### src/rtl/core/dks_pkg.sv
// Shared constants, types and state codes of the descending key sorter.
`timescale 1ns / 1ps
package dks_pkg;

  localparam int DEPTH   = 16;                 // items kept per set
  localparam int CNT_W   = $clog2(DEPTH + 1);  // holds 0..DEPTH
  localparam int IDX_W   = $clog2(DEPTH);      // store index
  localparam int QDEPTH  = 2;                  // front-to-back queue entries
  localparam int QIDX_W  = $clog2(QDEPTH);
  localparam int QCNT_W  = $clog2(QDEPTH + 1);
  localparam int KEY_W   = 32;
  localparam int TAG_W   = 8;

  // Classified item handed from the front to the back.
  typedef struct packed {
    logic [KEY_W-1:0] volume;
    logic [TAG_W-1:0] tag;
    logic             last;
    logic             drop;   // store was full when this item arrived
  } dks_item_t;

  typedef enum logic [1:0] {
    ST_LOAD,
    ST_SORT,
    ST_EMIT
  } dks_state_t;

endpackage

### src/rtl/core/descending_key_sort_core.sv
// Top level of the descending key sorter: front end, queue and back end.
`timescale 1ns / 1ps
// Operation: a set of n items (n <= DEPTH) is loaded from the queue, sorted in
//   n phases and emitted from the head of the store; the back end reads no
//   new item from the queue until it has emitted the last result of the set.
// Throughput: set by the single compare-swap network (one phase per cycle) and
//   the one-result-per-cycle drain of the store while results are being taken.
// Reset: rst_n low clears the fill counts, overflow flag, queue and result valid
//   bit; item store and result data are not cleared, meaningless until loaded.
module descending_key_sort_core (
  input  logic                      clk,
  input  logic                      rst_n,
  // input queue side
  input  logic                      in_push,
  output logic                      in_full,
  input  logic [dks_pkg::KEY_W-1:0] in_volume,
  input  logic [dks_pkg::TAG_W-1:0] in_tag,
  input  logic                      in_last,
  // result queue side
  input  logic                      out_pop,
  output logic                      out_empty,
  output logic [dks_pkg::KEY_W-1:0] out_sorted_volume,
  output logic [dks_pkg::TAG_W-1:0] out_sorted_tag,
  output logic                      out_final_res,
  output logic                      out_overflow
);
  import dks_pkg::*;

  logic      q_wr, q_full, q_rd, q_valid;
  dks_item_t q_wr_item, q_rd_item;

  // The front end tags each transfer as kept or dropped, so the back end
  // never has to look at the input side while it sorts or drains.
  dks_front u_front (
    .clk       (clk),
    .rst_n     (rst_n),
    .in_push   (in_push),
    .in_volume (in_volume),
    .in_tag    (in_tag),
    .in_last   (in_last),
    .q_full    (q_full),
    .q_wr      (q_wr),
    .q_wr_item (q_wr_item)
  );

  // Items wait here while the back end is busy sorting or emitting.
  dks_queue u_queue (
    .clk     (clk),
    .rst_n   (rst_n),
    .wr      (q_wr),
    .wr_item (q_wr_item),
    .full    (q_full),
    .rd      (q_rd),
    .valid   (q_valid),
    .rd_item (q_rd_item)
  );

  // Stable descending sort: odd-even transposition that swaps only on a
  // strictly smaller earlier key, so equal keys keep arrival order.
  dks_back u_back (
    .clk               (clk),
    .rst_n             (rst_n),
    .q_valid           (q_valid),
    .q_item            (q_rd_item),
    .q_rd              (q_rd),
    .out_pop           (out_pop),
    .out_empty         (out_empty),
    .out_sorted_volume (out_sorted_volume),
    .out_sorted_tag    (out_sorted_tag),
    .out_final_res     (out_final_res),
    .out_overflow      (out_overflow)
  );

  assign in_full = q_full;

endmodule

### src/rtl/core/dks_front.sv
// Front end: accepts items and marks those that no longer fit in the store.
`timescale 1ns / 1ps
module dks_front (
  input  logic                      clk,
  input  logic                      rst_n,
  input  logic                      in_push,
  input  logic [dks_pkg::KEY_W-1:0] in_volume,
  input  logic [dks_pkg::TAG_W-1:0] in_tag,
  input  logic                      in_last,
  input  logic                      q_full,
  output logic                      q_wr,
  output dks_pkg::dks_item_t        q_wr_item
);
  import dks_pkg::*;

  logic [CNT_W-1:0] cnt_r, cnt_nxt;
  logic             drop;

  assign drop = (cnt_r == CNT_W'(DEPTH));
  assign q_wr = in_push && !q_full;

  always_comb begin
    q_wr_item.volume = in_volume;
    q_wr_item.tag    = in_tag;
    q_wr_item.last   = in_last;
    q_wr_item.drop   = drop;
  end

  // Mirrors the back end's fill level so drops are decided at the door.
  always_comb begin
    cnt_nxt = cnt_r;
    if (q_wr) begin
      if (in_last) begin
        cnt_nxt = '0;
      end else if (!drop) begin
        cnt_nxt = cnt_r + CNT_W'(1);
      end
    end
  end

  always_ff @(posedge clk) begin
    if (!rst_n) begin
      cnt_r <= '0;
    end else begin
      cnt_r <= cnt_nxt;
    end
  end

endmodule

### src/rtl/core/dks_queue.sv
// Short FIFO that decouples the front end from the sorting back end.
`timescale 1ns / 1ps
module dks_queue (
  input  logic               clk,
  input  logic               rst_n,
  input  logic               wr,
  input  dks_pkg::dks_item_t wr_item,
  output logic               full,
  input  logic               rd,
  output logic               valid,
  output dks_pkg::dks_item_t rd_item
);
  import dks_pkg::*;

  dks_item_t          mem_r [QDEPTH];
  logic [QIDX_W-1:0]  wr_ptr_r, wr_ptr_nxt;
  logic [QIDX_W-1:0]  rd_ptr_r, rd_ptr_nxt;
  logic [QCNT_W-1:0]  cnt_r, cnt_nxt;
  logic               do_wr, do_rd;

  assign full    = (cnt_r == QCNT_W'(QDEPTH));
  assign valid   = (cnt_r != '0);
  assign rd_item = mem_r[rd_ptr_r];
  assign do_wr   = wr && !full;
  assign do_rd   = rd && valid;

  always_comb begin
    wr_ptr_nxt = wr_ptr_r;
    rd_ptr_nxt = rd_ptr_r;
    cnt_nxt    = cnt_r;
    if (do_wr) begin
      wr_ptr_nxt = (wr_ptr_r == QIDX_W'(QDEPTH - 1)) ? '0 : wr_ptr_r + QIDX_W'(1);
    end
    if (do_rd) begin
      rd_ptr_nxt = (rd_ptr_r == QIDX_W'(QDEPTH - 1)) ? '0 : rd_ptr_r + QIDX_W'(1);
    end
    if (do_wr && !do_rd) begin
      cnt_nxt = cnt_r + QCNT_W'(1);
    end else if (do_rd && !do_wr) begin
      cnt_nxt = cnt_r - QCNT_W'(1);
    end
  end

  always_ff @(posedge clk) begin
    if (!rst_n) begin
      wr_ptr_r <= '0;
      rd_ptr_r <= '0;
      cnt_r    <= '0;
    end else begin
      wr_ptr_r <= wr_ptr_nxt;
      rd_ptr_r <= rd_ptr_nxt;
      cnt_r    <= cnt_nxt;
    end
  end

  always_ff @(posedge clk) begin
    if (do_wr) begin
      mem_r[wr_ptr_r] <= wr_item;
    end
  end

endmodule

### src/rtl/core/dks_back.sv
// Back end: item store, odd-even transposition sorter and result register.
`timescale 1ns / 1ps
module dks_back (
  input  logic                      clk,
  input  logic                      rst_n,
  input  logic                      q_valid,
  input  dks_pkg::dks_item_t        q_item,
  output logic                      q_rd,
  input  logic                      out_pop,
  output logic                      out_empty,
  output logic [dks_pkg::KEY_W-1:0] out_sorted_volume,
  output logic [dks_pkg::TAG_W-1:0] out_sorted_tag,
  output logic                      out_final_res,
  output logic                      out_overflow
);
  import dks_pkg::*;

  dks_state_t       state_r, state_nxt;
  logic [CNT_W-1:0] cnt_r, cnt_nxt;
  logic [CNT_W-1:0] phase_r, phase_nxt;
  logic             flag_r, flag_nxt;
  logic             take;

  logic [KEY_W-1:0] key_r [DEPTH];
  logic [KEY_W-1:0] key_nxt [DEPTH];
  logic [TAG_W-1:0] tag_r [DEPTH];
  logic [TAG_W-1:0] tag_nxt [DEPTH];

  logic             ovalid_r, ovalid_nxt;
  logic [KEY_W-1:0] okey_r, okey_nxt;
  logic [TAG_W-1:0] otag_r, otag_nxt;
  logic             ofinal_r, ofinal_nxt;
  logic             oovf_r, oovf_nxt;

  // Control: collect, sort for cnt phases, then drain from the head.
  always_comb begin
    state_nxt = state_r;
    cnt_nxt   = cnt_r;
    phase_nxt = phase_r;
    flag_nxt  = flag_r;
    q_rd      = 1'b0;
    take      = 1'b0;
    case (state_r)
      ST_LOAD: begin
        q_rd = q_valid;
        if (q_valid) begin
          if (q_item.drop) begin
            flag_nxt = 1'b1;
          end else begin
            cnt_nxt = cnt_r + CNT_W'(1);
          end
          if (q_item.last) begin
            state_nxt = ST_SORT;
            phase_nxt = '0;
          end
        end
      end
      ST_SORT: begin
        phase_nxt = phase_r + CNT_W'(1);
        if (phase_r == cnt_r - CNT_W'(1)) begin
          state_nxt = ST_EMIT;
        end
      end
      ST_EMIT: begin
        take = !ovalid_r || out_pop;
        if (take) begin
          cnt_nxt = cnt_r - CNT_W'(1);
          if (cnt_r == CNT_W'(1)) begin
            state_nxt = ST_LOAD;
            flag_nxt  = 1'b0;
          end
        end
      end
      default: begin
        state_nxt = ST_LOAD;
      end
    endcase
  end

  // Store: write on load, compare-swap disjoint pairs on sort, shift on emit.
  always_comb begin
    key_nxt = key_r;
    tag_nxt = tag_r;
    if (q_rd && !q_item.drop) begin
      key_nxt[cnt_r[IDX_W-1:0]] = q_item.volume;
      tag_nxt[cnt_r[IDX_W-1:0]] = q_item.tag;
    end
    if (state_r == ST_SORT) begin
      for (int i = 0; i < DEPTH - 1; i++) begin
        if ((i[0] == phase_r[0]) && (CNT_W'(i + 1) < cnt_r) && (key_r[i] < key_r[i + 1])) begin
          key_nxt[i]     = key_r[i + 1];
          tag_nxt[i]     = tag_r[i + 1];
          key_nxt[i + 1] = key_r[i];
          tag_nxt[i + 1] = tag_r[i];
        end
      end
    end
    if (take) begin
      for (int i = 0; i < DEPTH - 1; i++) begin
        key_nxt[i] = key_r[i + 1];
        tag_nxt[i] = tag_r[i + 1];
      end
    end
  end

  // Result register.
  always_comb begin
    ovalid_nxt = ovalid_r;
    okey_nxt   = okey_r;
    otag_nxt   = otag_r;
    ofinal_nxt = ofinal_r;
    oovf_nxt   = oovf_r;
    if (take) begin
      ovalid_nxt = 1'b1;
      okey_nxt   = key_r[0];
      otag_nxt   = tag_r[0];
      ofinal_nxt = (cnt_r == CNT_W'(1));
      oovf_nxt   = flag_r;
    end else if (out_pop) begin
      ovalid_nxt = 1'b0;
    end
  end

  always_ff @(posedge clk) begin
    if (!rst_n) begin
      state_r  <= ST_LOAD;
      cnt_r    <= '0;
      phase_r  <= '0;
      flag_r   <= 1'b0;
      ovalid_r <= 1'b0;
    end else begin
      state_r  <= state_nxt;
      cnt_r    <= cnt_nxt;
      phase_r  <= phase_nxt;
      flag_r   <= flag_nxt;
      ovalid_r <= ovalid_nxt;
    end
  end

  always_ff @(posedge clk) begin
    key_r    <= key_nxt;
    tag_r    <= tag_nxt;
    okey_r   <= okey_nxt;
    otag_r   <= otag_nxt;
    ofinal_r <= ofinal_nxt;
    oovf_r   <= oovf_nxt;
  end

  assign out_empty         = !ovalid_r;
  assign out_sorted_volume = okey_r;
  assign out_sorted_tag    = otag_r;
  assign out_final_res     = ofinal_r;
  assign out_overflow      = oovf_r;

endmodule

### config.mk
export PLATFORM = sky130hd
export DESIGN_NAME = descending_key_sort_core
export DESIGN_NICKNAME = d
export VERILOG_FILES = /design/src/rtl/core/dks_pkg.sv /design/src/rtl/core/descending_key_sort_core.sv /design/src/rtl/core/dks_front.sv /design/src/rtl/core/dks_queue.sv /design/src/rtl/core/dks_back.sv
export SDC_FILE = /design/constraint.sdc
export NUM_CORES = 2
export LEC_CHECK = 0
export ABC_CLOCK_PERIOD_IN_PS = 7000
export BUFFER_PORTS_ARGS = -buffer_cell sky130_fd_sc_hd__buf_4
export CORE_MARGIN = 2
export CORE_UTILIZATION = 45
export CTS_CLUSTER_SIZE = 14
export DETAILED_ROUTE_END_ITERATION = 8
export HOLD_SLACK_MARGIN = 0.02
export PLACE_DENSITY = 0.64
export SYNTH_ARGS = -nofsm -noshare
export SYNTH_HDL_FRONTEND = slang
export SYNTH_SLANG_ARGS = --single-unit
### constraint.sdc
create_clock -name clk -period 7 [get_ports clk]
set_input_delay 0.35 -clock clk [delete_from_list [all_inputs] [get_ports clk]]
set_output_delay 0.35 -clock clk [all_outputs]
set_load 0.02 [all_outputs]
==> flow_summary.json <==
{
  "synth_warnings": 0,
  "fin_worst_skew_ns": 0.0262,
  "dr.pass1.iters": 9,
  "path_class": "register to register",
  "yosysTopAreaCellShare_pct": 26.4,
  "dieArea_um2": 115000,
  "route.antenna.remaining_nets": 0,
  "post-route-period-util_pct": 62.0,
  "fin_hold_ws_ns": 0.116,
  "synth_cells": 6138,
  "cp_max_fo": 42,
  "clock_sinks": 790,
  "gp_congestion": 0.909,
  "maxCapViolCount": 0,
  "worst_path_max_delay_cell": "dfxtp_4",
  "drc": 0,
  "crit_top_cell": "mux2_2",
  "cp.required_ns": 7.57,
  "wl_per_cell_um": 23.3,
  "overflow": 0,
  "viasPerCell": 6.23,
  "io_pins": 89,
  "grt_antenna_before_repair": 0,
  "finalCriticalPeriod_ns": 4.34,
  "tightest_slew_ns": 1.40,
  "numPortBuffers": 88,
  "relSlewSlack_pct": 5.73,
  "row_count": 122,
  "ys_types": 80,
  "syn_to_final_growth_pct": 10.5,
  "synthesis.area_um2": 50400,
  "die_w_um": 339,
  "drv_slew": 0,
  "wl_um": 176000,
  "synth_ff_type": "dfxtp_1",
  "cts_inserted_buffers": 88,
  "final_hold_viol_count": 0,
  "htree_levels": 3,
  "start_kind": "register",
  "worstPathCellList": "mux2_2 > nor3_4 > and3_2 > buf_4 > a21oi_1 > mux2_2 > a221o_1",
  "leakage_nw": 24.6,
  "die_h_um": 339,
  "clk_latency_ns": 0.70,
  "cts.repair.resized": 0,
  "p_per_area_nw_per_um2": 395,
  "postCtsHoldBufs": 42,
  "syn-num-nets": 6657,
  "ys_seq_elements": 790,
  "initial_core_util_pct": 45.5,
  "cts_root_buf": "clkbuf_16",
  "rsz0062_at_grt": "false",
  "ys_top_cells_by_area": "dfxtp_1 (26%), ha_1 (12%), edfxtp_1 (7.5%), a21oi_1 (6.3%), mux2i_1 (5.4%)",
  "grt_pass1_wl_um": 268000,
  "cp-end-kind": "register",
  "final_util_pct": 50.3,
  "path_clk_slew_ns": 0.06,
  "path_buf_inv": 1,
  "track_usage_pct": 29.5,
  "cts_tree": "built",
  "core_um2": 111000,
  "vias": 47300,
  "yosysTopAreaCell": "dfxtp_1",
  "drt-initial-drc-count": 5118,
  "crit_arrival_ns": 4.92,
  "cp_slowest_stage_delay_ns": 0.99,
  "tns_ns": 0,
  "yosysSeqAreaShare_pct": 33.9,
  "clockBufferDepth": 3,
  "ys_async_sr_fraction_pct": 0,
  "cp_top_family": "simple AND/OR/NAND/NOR gates",
  "finalSetupViolCount": 0,
  "fmax_ghz": 0.230,
  "grt_max_degree": 162,
  "grt_pass1_vias": 44000,
  "syn_area_per_cell_um2": 8.21,
  "nets": 6553,
  "outcome": "complete, no violations",
  "hpwl_um": 124000,
  "synth_edf_count": 126,
  "ir_worst_vdd_uv": 254,
  "cts_setup_buffers": 0,
  "hold_path.class": "input port to register",
  "layout-drive-gt1-share_pct": 9.39
}
==> worst paths after layout <==
| check | slack, ns | to | start | depth (start not counted) |
|---|---|---|---|---|
| max reg2reg | 2.66 | u_back.key_r[46] | register | 7 |
| min | 0.12 | u_back.ovalid_r | out_pop | 3 |
| min reg2reg | 0.44 | u_back.out_overflow | u_back.flag_r | 0 |
| max | 2.66 | u_back.key_r[46] | register | 7 |
==> cell families after synthesis <==
group	count (synthesis)	share of synthesized area [%]
AOI/OAI and AO/OA	1823	24.3
xor gates and xnor gates	18	0.313
adders and majority gates	474	11.8
buffers and inverters	978	7.69
DFF	790	33.9
muxes	357	7.30
and+or+nand+nor	1698	14.7
==> stage by stage <==
stage	cell area [µm²]	worst slack (ns)	power [mW]	cells
after floorplan	50400	3.80	13.7	6138
after global placement	52400	2.72	16.6	7390
after detailed placement	52400	2.65	17.0	7390
after CTS	55700	2.64	21.7	7589
after global routing	55700	2.37	23.4	7589
final	55700	2.66	22.0	7590
==> where the power goes <==
group          internal (mW)  total (mW)  switching (mW)
Sequential              5.99        7.82            1.83
Clock                   2.61        4.68            2.07
Combinational           3.74        9.50            5.75
==> cell usage after synthesis (8+ instances only) <==
| cell type | instances |
|---|---|
| o221a_2 | 36 |
| nand4_1 | 80 |
| nand2_1 | 590 |
| o211ai_1 | 54 |
| clkbuf_1 | 307 |
| buf_1 | 17 |
| edfxtp_1 | 126 |
| a2111oi_0 | 18 |
| inv_1 | 534 |
| and4_1 | 16 |
| or2_2 | 12 |
| nor4_1 | 40 |
| nand2b_1 | 19 |
| a211o_1 | 12 |
| xnor2_1 | 9 |
| o221ai_1 | 113 |
| buf_4 | 14 |
| nor2_1 | 673 |
| o2111a_1 | 24 |
| and2_1 | 72 |
| buf_2 | 102 |
| o21ai_0 | 386 |
| a22oi_1 | 25 |
| nor2b_1 | 19 |
| mux2i_1 | 272 |
| a221oi_2 | 8 |
| a21oi_1 | 632 |
| dfxtp_1 | 664 |
| a211oi_1 | 32 |
| a21o_1 | 38 |
| ha_1 | 474 |
| nand3_1 | 56 |
| a2111o_1 | 18 |
| or3_1 | 34 |
| nor3_1 | 38 |
| a221oi_1 | 158 |
| xor2_1 | 9 |
| mux2_2 | 80 |
| and3_1 | 30 |
| o21a_1 | 15 |
| o21ai_1 | 30 |
| a221o_1 | 118 |
| a222oi_1 | 32 |
| a31oi_1 | 12 |
==> sequential cells by signal (all words and copies together), names as in the netlist, named ones only <==
signal	cells
u_back.cnt_r	5
u_back.out_final_res	1
u_queue.wr_ptr_r	1
u_back.ovalid_r	1
u_back.out_overflow	1
u_back.key_r	512
u_back.phase_r	5
u_queue.rd_ptr_r	1
u_back.out_sorted_volume	32
u_back.flag_r	1
u_back.state_r	2
u_queue.mem_r	84
u_queue.cnt_r	2
u_back.out_sorted_tag	8
u_back.tag_r	128
u_front.cnt_r	5
==> metal layers <==
metal  part of all wire (%)  global-route usage, %  up-vias
met1                     43                   41.3    22700
met3                    9.8                   5.51      344
met2                     43                   45.1     2183
li1                       -                      -    22000
met5                      0                      0        -
met4                    3.5                   10.7        0
==> area by class of cell <==
type / count / area [µm²]
fill: 10400 / 55100
multi-input combinational: 4370 / 29900
sequential: 790 / 17100
clock buffer: 133 / 2550
inverter: 534 / 2010
timing repair buffer: 250 / 1990
tap: 1488 / 1860
clock inverter: 24 / 268
antenna: 1 / 2.50
==> cell usage in the layout (no fill, tap or decap), drive strengths merged, types with 56 or more instances in the layout <==
cell and count:
a21oi 632, a221o 118, a221oi 166, and2 73, buf 208, clkbuf 133
dfxtp 664, edfxtp 126, ha 474, inv 538, mux2 85, mux2i 272
nand2 590, nand3 56, nand4 80, nor2 674, o21ai 419, o221ai 113
==> worst register-to-register path: stages, from the launching register on <==
cell     delay [ns]
dfxtp_4        0.99
mux2_2         0.47
nor3_4         0.64
and3_2         0.83
buf_4          0.55
a21oi_1        0.16
mux2_2         0.29
a221o_1        0.29
No activity file was read; power rests on OpenSTA's default activity.
